## config.mk

```make
export PLATFORM = sky130hd
export DESIGN_NAME = header_length_frame_receiver_core_flat
export DESIGN_NICKNAME = d
export VERILOG_FILES = /design/src/hlfr_pkg.sv /design/src/hlfr_req_if.sv /design/src/hlfr_rsp_if.sv /design/src/header_length_frame_receiver_core.sv /design/src/hlfr_store.sv /design/src/hlfr_ctrl.sv /design/src/flat_wrapper.sv
export SDC_FILE = /design/constraint.sdc
export NUM_CORES = 2
export LEC_CHECK = 0
export ABC_CLOCK_PERIOD_IN_PS = 4800
export CAP_MARGIN = 0
export CORE_ASPECT_RATIO = 1.1
export CORE_MARGIN = 5
export CORE_UTILIZATION = 50
export CTS_BUF_LIST = sky130_fd_sc_hd__clkbuf_4
export DETAILED_ROUTE_END_ITERATION = 8
export DONT_BUFFER_PORTS = 1
export PLACE_DENSITY = 0.68
export REMOVE_ABC_BUFFERS = 1
export SLEW_MARGIN = 10
export SYNTH_ARGS = -nofsm -noshare
export SYNTH_HDL_FRONTEND = slang
export SYNTH_SLANG_ARGS = --single-unit
```

## constraint.sdc

```tcl
create_clock -name clock -period 4.8 [get_ports clock]
set_clock_uncertainty 0.2 [all_clocks]
set_input_delay 0.48 -clock clock [delete_from_list [all_inputs] [get_ports clock]]
set_output_delay 0.48 -clock clock [all_outputs]
set_load 0.01 [all_outputs]
```

## src/hlfr_pkg.sv

```systemverilog
package hlfr_pkg;

   localparam int BUF_DEPTH_DEF = 256;

   localparam int OPCODE_W = 2;
   localparam int BYTE_W   = 8;
   localparam int INDEX_W  = 8;
   localparam int COUNT_W  = 9;
   localparam int EVENT_W  = 3;

   localparam logic [OPCODE_W-1:0] OP_BYTE    = 2'd0;
   localparam logic [OPCODE_W-1:0] OP_RELEASE = 2'd1;
   localparam logic [OPCODE_W-1:0] OP_READ    = 2'd2;

   localparam logic [EVENT_W-1:0] EV_STORED    = 3'd0;
   localparam logic [EVENT_W-1:0] EV_DROP_DONE = 3'd1;
   localparam logic [EVENT_W-1:0] EV_BAD_FIRST = 3'd2;
   localparam logic [EVENT_W-1:0] EV_BAD_SECND = 3'd3;
   localparam logic [EVENT_W-1:0] EV_OVERFLOW  = 3'd4;
   localparam logic [EVENT_W-1:0] EV_TOO_LONG  = 3'd5;
   localparam logic [EVENT_W-1:0] EV_COMPLETE  = 3'd6;
   localparam logic [EVENT_W-1:0] EV_OTHER_OP  = 3'd7;

   localparam logic [BYTE_W-1:0]  SYNC_FIRST   = 8'h5A;
   localparam logic [BYTE_W-1:0]  SYNC_SECOND  = 8'hA5;
   localparam logic [COUNT_W-1:0] HEADER_BYTES = 9'd3;

   typedef struct packed {
      logic                 frame_done;
      logic [COUNT_W-1:0]   byte_count;
      logic [EVENT_W-1:0]   event_code;
   } hlfr_status_type;

endpackage

```

## src/hlfr_req_if.sv

```systemverilog
interface hlfr_req_if
   import hlfr_pkg::*;
();
   logic                valid;
   logic                ready;
   logic [OPCODE_W-1:0] opcode;
   logic [BYTE_W-1:0]   rx_byte;
   logic [INDEX_W-1:0]  read_index;

   modport source (output valid, opcode, rx_byte, read_index, input ready);
   modport sink   (input valid, opcode, rx_byte, read_index, output ready);
endinterface

```

## src/hlfr_rsp_if.sv

```systemverilog
interface hlfr_rsp_if
   import hlfr_pkg::*;
();
   logic                valid;
   logic                ready;
   logic                frame_done;
   logic [COUNT_W-1:0]  byte_count;
   logic [BYTE_W-1:0]   read_data;
   logic [EVENT_W-1:0]  event_code;

   modport source (output valid, frame_done, byte_count, read_data, event_code, input ready);
   modport sink   (input valid, frame_done, byte_count, read_data, event_code, output ready);
endinterface

```

## src/header_length_frame_receiver_core.sv

```systemverilog
// Two registered stages from item accept to result valid: buffer read, output register.
// Throughput: one item per cycle unless results stall; the single-port-per-side buffer
// takes one write or one read per cycle; a stall holds both stages and then blocks input.
// Reset: synchronous, active high; clears count, done flag, expected total and valids.
// Buffer contents are not cleared and are undefined until written.
module header_length_frame_receiver_core
   import hlfr_pkg::*;
#(
   parameter int BUF_DEPTH = BUF_DEPTH_DEF
) (
   input  logic       clock,
   input  logic       reset,
   hlfr_req_if.sink   req_ch,
   hlfr_rsp_if.source rsp_ch
);

   localparam int AW = $clog2(BUF_DEPTH);

   logic               accept;
   logic               advance;
   logic               wr_en;
   logic [COUNT_W-1:0] wr_pos;
   logic [31:0]        wr_wide;
   logic [31:0]        rd_wide;
   logic               rd_hit;
   logic [BYTE_W-1:0]  mem_data;
   hlfr_status_type    status;

   logic               s1_valid_ff, s1_valid_in;
   hlfr_status_type    s1_stat_ff;
   logic               s1_rd_ff;
   logic               rsp_valid_ff, rsp_valid_in;
   hlfr_status_type    rsp_stat_ff;
   logic [BYTE_W-1:0]  rsp_data_ff;

   assign advance      = s1_valid_ff && (!rsp_valid_ff || rsp_ch.ready);
   assign req_ch.ready = !s1_valid_ff || advance;
   assign accept       = req_ch.valid && req_ch.ready;

   assign wr_wide = 32'(wr_pos);
   assign rd_wide = 32'(req_ch.read_index);
   assign rd_hit  = accept && req_ch.opcode == OP_READ && 32'(req_ch.read_index) < BUF_DEPTH;

   hlfr_ctrl #(.BUF_DEPTH(BUF_DEPTH)) u_ctrl (
      .clock  (clock),
      .reset  (reset),
      .accept (accept),
      .opcode (req_ch.opcode),
      .rx_byte(req_ch.rx_byte),
      .wr_en  (wr_en),
      .wr_pos (wr_pos),
      .status (status)
   );

   hlfr_store #(.BUF_DEPTH(BUF_DEPTH)) u_store (
      .clock  (clock),
      .wr_en  (wr_en),
      .wr_addr(wr_wide[AW-1:0]),
      .wr_data(req_ch.rx_byte),
      .rd_en  (rd_hit),
      .rd_addr(rd_wide[AW-1:0]),
      .rd_data(mem_data)
   );

   assign s1_valid_in  = accept || (s1_valid_ff && !advance);
   assign rsp_valid_in = advance || (rsp_valid_ff && !rsp_ch.ready);

   always_ff @(posedge clock) begin
      if (reset) begin
         s1_valid_ff  <= 1'b0;
         rsp_valid_ff <= 1'b0;
      end else begin
         s1_valid_ff  <= s1_valid_in;
         rsp_valid_ff <= rsp_valid_in;
      end
   end

   always_ff @(posedge clock) begin
      if (accept) begin
         s1_stat_ff <= status;
         s1_rd_ff   <= rd_hit;
      end
      if (advance) begin
         rsp_stat_ff <= s1_stat_ff;
         rsp_data_ff <= s1_rd_ff ? mem_data : '0;
      end
   end

   assign rsp_ch.valid      = rsp_valid_ff;
   assign rsp_ch.frame_done = rsp_stat_ff.frame_done;
   assign rsp_ch.byte_count = rsp_stat_ff.byte_count;
   assign rsp_ch.read_data  = rsp_data_ff;
   assign rsp_ch.event_code = rsp_stat_ff.event_code;

`ifndef SYNTH
   a_accept_fills_s1: assert property (@(posedge clock) disable iff (reset)
      accept |=> s1_valid_ff)
      else $error("accepted item not held in first stage");

   a_done_has_bytes: assert property (@(posedge clock) disable iff (reset)
      rsp_valid_ff && rsp_stat_ff.frame_done |-> rsp_stat_ff.byte_count != '0)
      else $error("frame done with empty count");

   a_complete_sets_done: assert property (@(posedge clock) disable iff (reset)
      rsp_valid_ff && rsp_stat_ff.event_code == EV_COMPLETE |-> rsp_stat_ff.frame_done)
      else $error("complete event without done flag");

   a_no_write_on_read: assert property (@(posedge clock) disable iff (reset)
      rd_hit |-> !wr_en)
      else $error("buffer read and write in one cycle");
`endif

endmodule

```

## src/hlfr_store.sv

```systemverilog
module hlfr_store
   import hlfr_pkg::*;
#(
   parameter int BUF_DEPTH = BUF_DEPTH_DEF,
   localparam int AW = $clog2(BUF_DEPTH)
) (
   input  logic              clock,
   input  logic              wr_en,
   input  logic [AW-1:0]     wr_addr,
   input  logic [BYTE_W-1:0] wr_data,
   input  logic              rd_en,
   input  logic [AW-1:0]     rd_addr,
   output logic [BYTE_W-1:0] rd_data
);

   logic [BYTE_W-1:0] mem [BUF_DEPTH];
   logic [BYTE_W-1:0] rd_data_ff;

   always_ff @(posedge clock) begin
      if (wr_en) begin
         mem[wr_addr] <= wr_data;
      end
   end

   // read data holds between reads, so a stalled item keeps its byte
   always_ff @(posedge clock) begin
      if (rd_en) begin
         rd_data_ff <= mem[rd_addr];
      end
   end

   assign rd_data = rd_data_ff;

endmodule

```

## src/hlfr_ctrl.sv

```systemverilog
module hlfr_ctrl
   import hlfr_pkg::*;
#(
   parameter int BUF_DEPTH = BUF_DEPTH_DEF
) (
   input  logic                  clock,
   input  logic                  reset,
   input  logic                  accept,
   input  logic [OPCODE_W-1:0]   opcode,
   input  logic [BYTE_W-1:0]     rx_byte,
   output logic                  wr_en,
   output logic [COUNT_W-1:0]    wr_pos,
   output hlfr_status_type       status
);

   logic [COUNT_W-1:0] count_ff, count_in;
   logic [COUNT_W-1:0] exp_ff, exp_in;
   logic               done_ff, done_in;
   logic [EVENT_W-1:0] event_code;
   logic [COUNT_W-1:0] count_inc;
   logic [COUNT_W-1:0] total;
   logic [COUNT_W-1:0] exp_chk;
   logic               store;

   always_comb begin
      count_in   = count_ff;
      exp_in     = exp_ff;
      done_in    = done_ff;
      event_code = EV_OTHER_OP;
      store      = 1'b0;
      count_inc  = count_ff + 9'd1;
      total      = {1'b0, rx_byte} + HEADER_BYTES;
      exp_chk    = exp_ff;
      case (opcode)
         OP_BYTE: begin
            if (done_ff) begin
               event_code = EV_DROP_DONE;
            end else if (count_ff == 9'd0 && rx_byte != SYNC_FIRST) begin
               exp_in     = '0;
               event_code = EV_BAD_FIRST;
            end else if (count_ff == 9'd1 && rx_byte != SYNC_SECOND) begin
               count_in   = '0;
               exp_in     = '0;
               event_code = EV_BAD_SECND;
            end else if (32'(count_ff) >= BUF_DEPTH) begin
               count_in   = '0;
               exp_in     = '0;
               event_code = EV_OVERFLOW;
            end else begin
               store      = 1'b1;
               count_in   = count_inc;
               event_code = EV_STORED;
               if (count_inc == HEADER_BYTES) begin
                  exp_chk = total;
                  exp_in  = total;
               end
               if (count_inc == HEADER_BYTES && 32'(total) > BUF_DEPTH) begin
                  count_in   = '0;
                  exp_in     = '0;
                  event_code = EV_TOO_LONG;
               end else if (exp_chk != 9'd0 && count_inc >= exp_chk) begin
                  done_in    = 1'b1;
                  exp_in     = '0;
                  event_code = EV_COMPLETE;
               end
            end
         end
         OP_RELEASE: begin
            count_in = '0;
            exp_in   = '0;
            done_in  = 1'b0;
         end
         default: begin
         end
      endcase
   end

   always_ff @(posedge clock) begin
      if (reset) begin
         count_ff <= '0;
         exp_ff   <= '0;
         done_ff  <= 1'b0;
      end else if (accept) begin
         count_ff <= count_in;
         exp_ff   <= exp_in;
         done_ff  <= done_in;
      end
   end

   assign wr_en             = accept && store;
   assign wr_pos            = count_ff;
   assign status.frame_done = done_in;
   assign status.byte_count = count_in;
   assign status.event_code = event_code;

endmodule

```

## src/flat_wrapper.sv

```systemverilog
// flat-port wrapper written by rule: the top's interface ports become plain ports
module header_length_frame_receiver_core_flat import hlfr_pkg::*;
#(
   parameter int BUF_DEPTH = BUF_DEPTH_DEF
)
  (clock, reset, req_ch_valid, req_ch_opcode, req_ch_rx_byte, req_ch_read_index, req_ch_ready, rsp_ch_valid, rsp_ch_frame_done, rsp_ch_byte_count, rsp_ch_read_data, rsp_ch_event_code, rsp_ch_ready);
  hlfr_req_if req_ch_i ();
  hlfr_rsp_if rsp_ch_i ();
  input  logic clock;
  input  logic reset;
  input wire logic [$bits(req_ch_i.valid)-1:0] req_ch_valid;
  input wire logic [$bits(req_ch_i.opcode)-1:0] req_ch_opcode;
  input wire logic [$bits(req_ch_i.rx_byte)-1:0] req_ch_rx_byte;
  input wire logic [$bits(req_ch_i.read_index)-1:0] req_ch_read_index;
  output wire logic [$bits(req_ch_i.ready)-1:0] req_ch_ready;
  output wire logic [$bits(rsp_ch_i.valid)-1:0] rsp_ch_valid;
  output wire logic [$bits(rsp_ch_i.frame_done)-1:0] rsp_ch_frame_done;
  output wire logic [$bits(rsp_ch_i.byte_count)-1:0] rsp_ch_byte_count;
  output wire logic [$bits(rsp_ch_i.read_data)-1:0] rsp_ch_read_data;
  output wire logic [$bits(rsp_ch_i.event_code)-1:0] rsp_ch_event_code;
  input wire logic [$bits(rsp_ch_i.ready)-1:0] rsp_ch_ready;
  assign req_ch_i.valid = req_ch_valid;
  assign req_ch_i.opcode = req_ch_opcode;
  assign req_ch_i.rx_byte = req_ch_rx_byte;
  assign req_ch_i.read_index = req_ch_read_index;
  assign req_ch_ready = req_ch_i.ready;
  assign rsp_ch_valid = rsp_ch_i.valid;
  assign rsp_ch_frame_done = rsp_ch_i.frame_done;
  assign rsp_ch_byte_count = rsp_ch_i.byte_count;
  assign rsp_ch_read_data = rsp_ch_i.read_data;
  assign rsp_ch_event_code = rsp_ch_i.event_code;
  assign rsp_ch_i.ready = rsp_ch_ready;
  header_length_frame_receiver_core #(.BUF_DEPTH(BUF_DEPTH)) u_core (.clock(clock), .reset(reset), .req_ch(req_ch_i), .rsp_ch(rsp_ch_i));
endmodule
```

==> flow_summary.yaml <==
logic_synthesis:
  synthTopCellsByCount: "sky130_fd_sc_hd__edfxtp_1, sky130_fd_sc_hd__mux4_2, sky130_fd_sc_hd__nor2_1, sky130_fd_sc_hd__clkbuf_1, sky130_fd_sc_hd__nand2_1"
  yosys.area_share.xor_xnor_pct: 0.139
  post_synth_fa_ha_maj_area_fraction_pct: 0.213
  synth.most_common_cell: "sky130_fd_sc_hd__edfxtp_1"
  synth_mux_area_share_pct: 17.6
  area_share_of_and_or_nand_nor_cells_after_synthesis_pct: 2.46
  synth_async_sr_flop_share_pct: 0
  yosysUniqueCellTypes: 63
  syn-instance-count: 3637
  syn_area_sq_um: 82100
  post_synthesis_register_bit_count: 2112
  yosys_warnings: 0
  seq_area_frac_synth_pct: 77.0
  synth_enable_flop_cells: 2091
  synth_top_family_by_area: "multiplexers"
  post-synth-top-area-cell: "sky130_fd_sc_hd__edfxtp_1"
  synth_compound_area_share_pct: 1.44
  ys_dominant_reg_cell: "sky130_fd_sc_hd__edfxtp_1"
  yosysTopAreaCellShare_pct: 76.4
  synth_top_cells_by_area: "sky130_fd_sc_hd__edfxtp_1, sky130_fd_sc_hd__mux4_2, sky130_fd_sc_hd__nor2_1"
  syn-mean-instance-area_sq_um: 22.6
global_route:
  antenna_found_initial: 16
  grt_util_all_layers_pct: 23.0
  first_global_vias: 42000
  grt_pass1_wl_mm: 287
  global_route_overflow: 0
  maximum_number_of_pins_on_one_net_before_global_route_repair: 510
hold_path:
  hold_path_cell_cnt: 9
  hold_start: "req_ch_rx_byte[4]"
  hold_path_class: "input pin to flip-flop"
  holdPathEnd: "u_core.u_ctrl.wr_pos[7]$_SDFFE_PP0P_"
critical_path:
  cpMaxStageDelayCell: "sky130_fd_sc_hd__dlygate4sd3_1"
  startpoint_kind_of_the_worst_setup_timing_path: "input pin"
  worst_r2r_endpoint: "u_core.u_ctrl.done_ff$_SDFFE_PP0P_"
  r2r_slack_ns: 0.20
  path_class: "input pin to flip-flop"
  crit_fanout: 131
  timing.reg2reg.worst_path_depth: 15
  path_common_cell: "sky130_fd_sc_hd__dlygate4sd3_1"
  worst_setup_path_end_kind: "flip-flop"
  cp_data_required_time_ns: 5.88
  crit-reg2reg-launch: "u_core.u_ctrl.wr_pos[0]$_SDFFE_PP0P_"
  cpPeakStageDelay_ns: 0.71
  cp_data_arrival_time_ns: 5.88
  path_cells: "dlygate4sd3_1 -> clkbuf_16 -> nor2_1 -> dlygate4sd3_1 -> nand3_1 -> dlygate4sd3_1 -> and2_1 -> nor3_1 -> dlygate4sd3_1 -> nand3_2 -> nor2_4 -> a22oi_1 -> dlygate4sd3_1 -> nor2_1 -> dlygate4sd3_1"
pwr:
  p_leak_nw: 29.6
  p_clk_share_pct: 37.8
  power_frac_seq_pct: 57.3
  switching_share_pct: 21.6
  power.density_cell_area_nw_per_um2: 380
  max-vdd-ir-drop_uv: 209
  power.share.combinational_pct: 4.8
  switching_pwr_mw: 7.65
  cellInternalPower_mw: 27.7
timing:
  timing.final.setup_violations: 1
  fin_max_slew_vios: 6
  setup_ws_ns: -0.00245
  rsz0062_at_grt: "false"
  worstMarginPinSlew_ns: 1.51
  tns_ns: -0.00245
  hold_fails_final_rpt: 0
  slew_headroom_pct: -0.380
  fin_crit_sh_pct: 100
  achievable_frequency_ghz: 0.208
  post_layout_minimum_cycle_time_ns: 4.80
detailed_routing:
  totalWireLength_mm: 200
  drt_pass1_iterations: 5
  drt_iter0_markers: 4542
  detailroute.via_count: 40800
  wl_per_cell_microns: 29.5
  remaining_drc_errors: 0
  vias_per_cell: 6.03
  antenna_left: 0
place:
  gp_weighted_congestion: 0.846
  placedInstanceArea_sq_um: 85900
  port_buffers: 0
  dp.final_hpwl_mm: 101
run_status:
  run_status: "finished, violations left"
  violations: "slew limit, setup timing"
die:
  die_h_microns: 435
  std_cell_rows: 156
  start_util_pct: 50.2
  design.die.area_sq_um: 172000
  boundaryPins: 45
  die_w_microns: 396
  core-area_sq_um: 164000
cells_and_area:
  post_route_cells_drive_above_1_share_pct: 36.4
  final_util_pct: 56.9
  area_growth_pct: 13.5
  final_cell_area_sq_um: 93300
  layout.nets: 4307
clock_network:
  clock_h_tree_levels: 5
  cts_num_sinks: 2112
  cts_tree: "yes"
  tritoncts_buffer_count: 488
  cts_post_setup_buffers_inserted: 0
  ctsRootBufferMaster: "sky130_fd_sc_hd__clkbuf_4"
  clk_transition_reported_paths_ns: 0.07
  clkLatencyLatePin_ns: 1.37
  clock_tree_buffer_depth: 4
run:
  cap_viol_max_count: 0
[logic make-up after synthesis]
group | after synthesis
adder cells (fa/ha/maj) | 14
AND/OR/NAND/NOR | 466
XOR/XNOR | 13
multiplexers | 643
buffers and inverters | 232
AO/OA/AOI/OAI | 157
flip-flops | 2112
[per-stage QoR]
stage / hold WS (ns) / power (mW) / worst slack, ns / std cells
finish: 0.0284 / 35.4 / -0.00245 / 6763
global route: 0.00734 / 36.8 / 0.00160 / 6755
global placement: 0.202 / 21.7 / 0.358 / 5819
detailed placement: 0.205 / 21.7 / 0.269 / 5819
floorplan: 0.200 / 21.4 / 0.407 / 3420
CTS: 0.00535 / 35.5 / 0.0291 / 6728
[critical path: cells and delay by family]
kind	cells	cell delay, ns
compound gates	1	0.09
simple gates	7	1.20
buf+inv	7	3.99
[sequential cells by signal, indices dropped and copies added (netlist names)]
| signal | flops |
|---|---|
| u_core.rsp_ch.byte_count | 9 |
| u_core.rsp_ch.event_code | 3 |
| u_core.rsp_ch.frame_done | 1 |
| u_core.rsp_ch.read_data | 8 |
| u_core.rsp_ch.valid | 1 |
| u_core.s1_rd_ff | 1 |
| u_core.s1_stat_ff | 13 |
| u_core.s1_valid_ff | 1 |
| u_core.u_ctrl.done_ff | 1 |
| u_core.u_ctrl.exp_ff | 9 |
| u_core.u_ctrl.wr_pos | 9 |
| u_core.u_store.mem | 2048 |
| u_core.u_store.rd_data | 8 |
[cell type report]
class / count / area, sq um
clock buffers: 692 / 5190
diodes: 15 / 37.5
inverters: 15 / 56.3
repair buffers: 361 / 3440
fillers: 11900 / 70500
clock inverters: 142 / 639
multi-input cells: 1293 / 18000
well taps: 2133 / 2670
flip-flops and latches: 2112 / 63200
[worst max-delay path by stage]
stage | start | to | slack (ns) | depth (start not counted)
4_1_cts | u_core.u_ctrl.wr_pos[2]$_SDFFE_PP0P_ | u_core.u_ctrl.done_ff$_SDFFE_PP0P_ | 0.03 | 16
5_1_grt | req_ch_rx_byte[7] | u_core.u_ctrl.done_ff$_SDFFE_PP0P_ | 0.002 | 17
3_3_place_gp | u_core.u_ctrl.wr_pos[2]$_SDFFE_PP0P_ | u_core.u_ctrl.exp_ff[3]$_SDFFE_PP0P_ | 0.36 | 15
6_report | req_ch_rx_byte[6] | u_core.u_ctrl.wr_pos[3]$_SDFFE_PP0P_ | -0.002 | 15
3_5_place_dp | u_core.u_ctrl.wr_pos[2]$_SDFFE_PP0P_ | u_core.u_ctrl.exp_ff[2]$_SDFFE_PP0P_ | 0.27 | 15
2_1_floorplan | u_core.u_ctrl.wr_pos[0]$_SDFFE_PP0P_ | u_core.u_ctrl.exp_ff[3]$_SDFFE_PP0P_ | 0.41 | 16
[power groups by stage]
stage / Sequential [mW] / Clock (mW) / Combinational, mW
after floorplan: 20.7 / 0 / 0.701
after global placement: 20.7 / 0 / 0.987
after detailed placement: 20.7 / 0 / 0.989
after CTS: 20.3 / 13.7 / 1.47
after global routing: 20.3 / 14.8 / 1.80
final: 20.3 / 13.4 / 1.71
[layer usage]
metal	part of all wire [%]	track usage (%)
met2	50	36.8
met4	3.2	8.48
met1	37	30.4
met5	0.018	0
met3	9.8	6.72
[placed cells by master, fill, tap and decap left out, types with 11 or more instances in the layout]
master / count
sky130_fd_sc_hd__diode_2: 15
sky130_fd_sc_hd__clkbuf_4: 692
sky130_fd_sc_hd__nand3_1: 19
sky130_fd_sc_hd__a21oi_1: 15
sky130_fd_sc_hd__nor3_1: 12
sky130_fd_sc_hd__o21ai_0: 24
sky130_fd_sc_hd__clkinv_1: 121
sky130_fd_sc_hd__inv_1: 15
sky130_fd_sc_hd__nor2_1: 290
sky130_fd_sc_hd__a221oi_1: 16
sky130_fd_sc_hd__mux4_2: 640
sky130_fd_sc_hd__a22o_1: 20
sky130_fd_sc_hd__and2_1: 11
sky130_fd_sc_hd__nand2_1: 66
sky130_fd_sc_hd__buf_16: 24
sky130_fd_sc_hd__a22oi_1: 43
sky130_fd_sc_hd__ha_1: 14
sky130_fd_sc_hd__buf_4: 266
sky130_fd_sc_hd__dfxtp_1: 20
sky130_fd_sc_hd__dlygate4sd3_1: 64
sky130_fd_sc_hd__edfxtp_1: 2091
[timing repair]
action,CTS,global route
setup endpoints to repair,0,251
endpoints found under the hold margin,2155,78
gates resized for setup,0,9
hold buffers,75,8
Power figures use the tool's default switching activity.
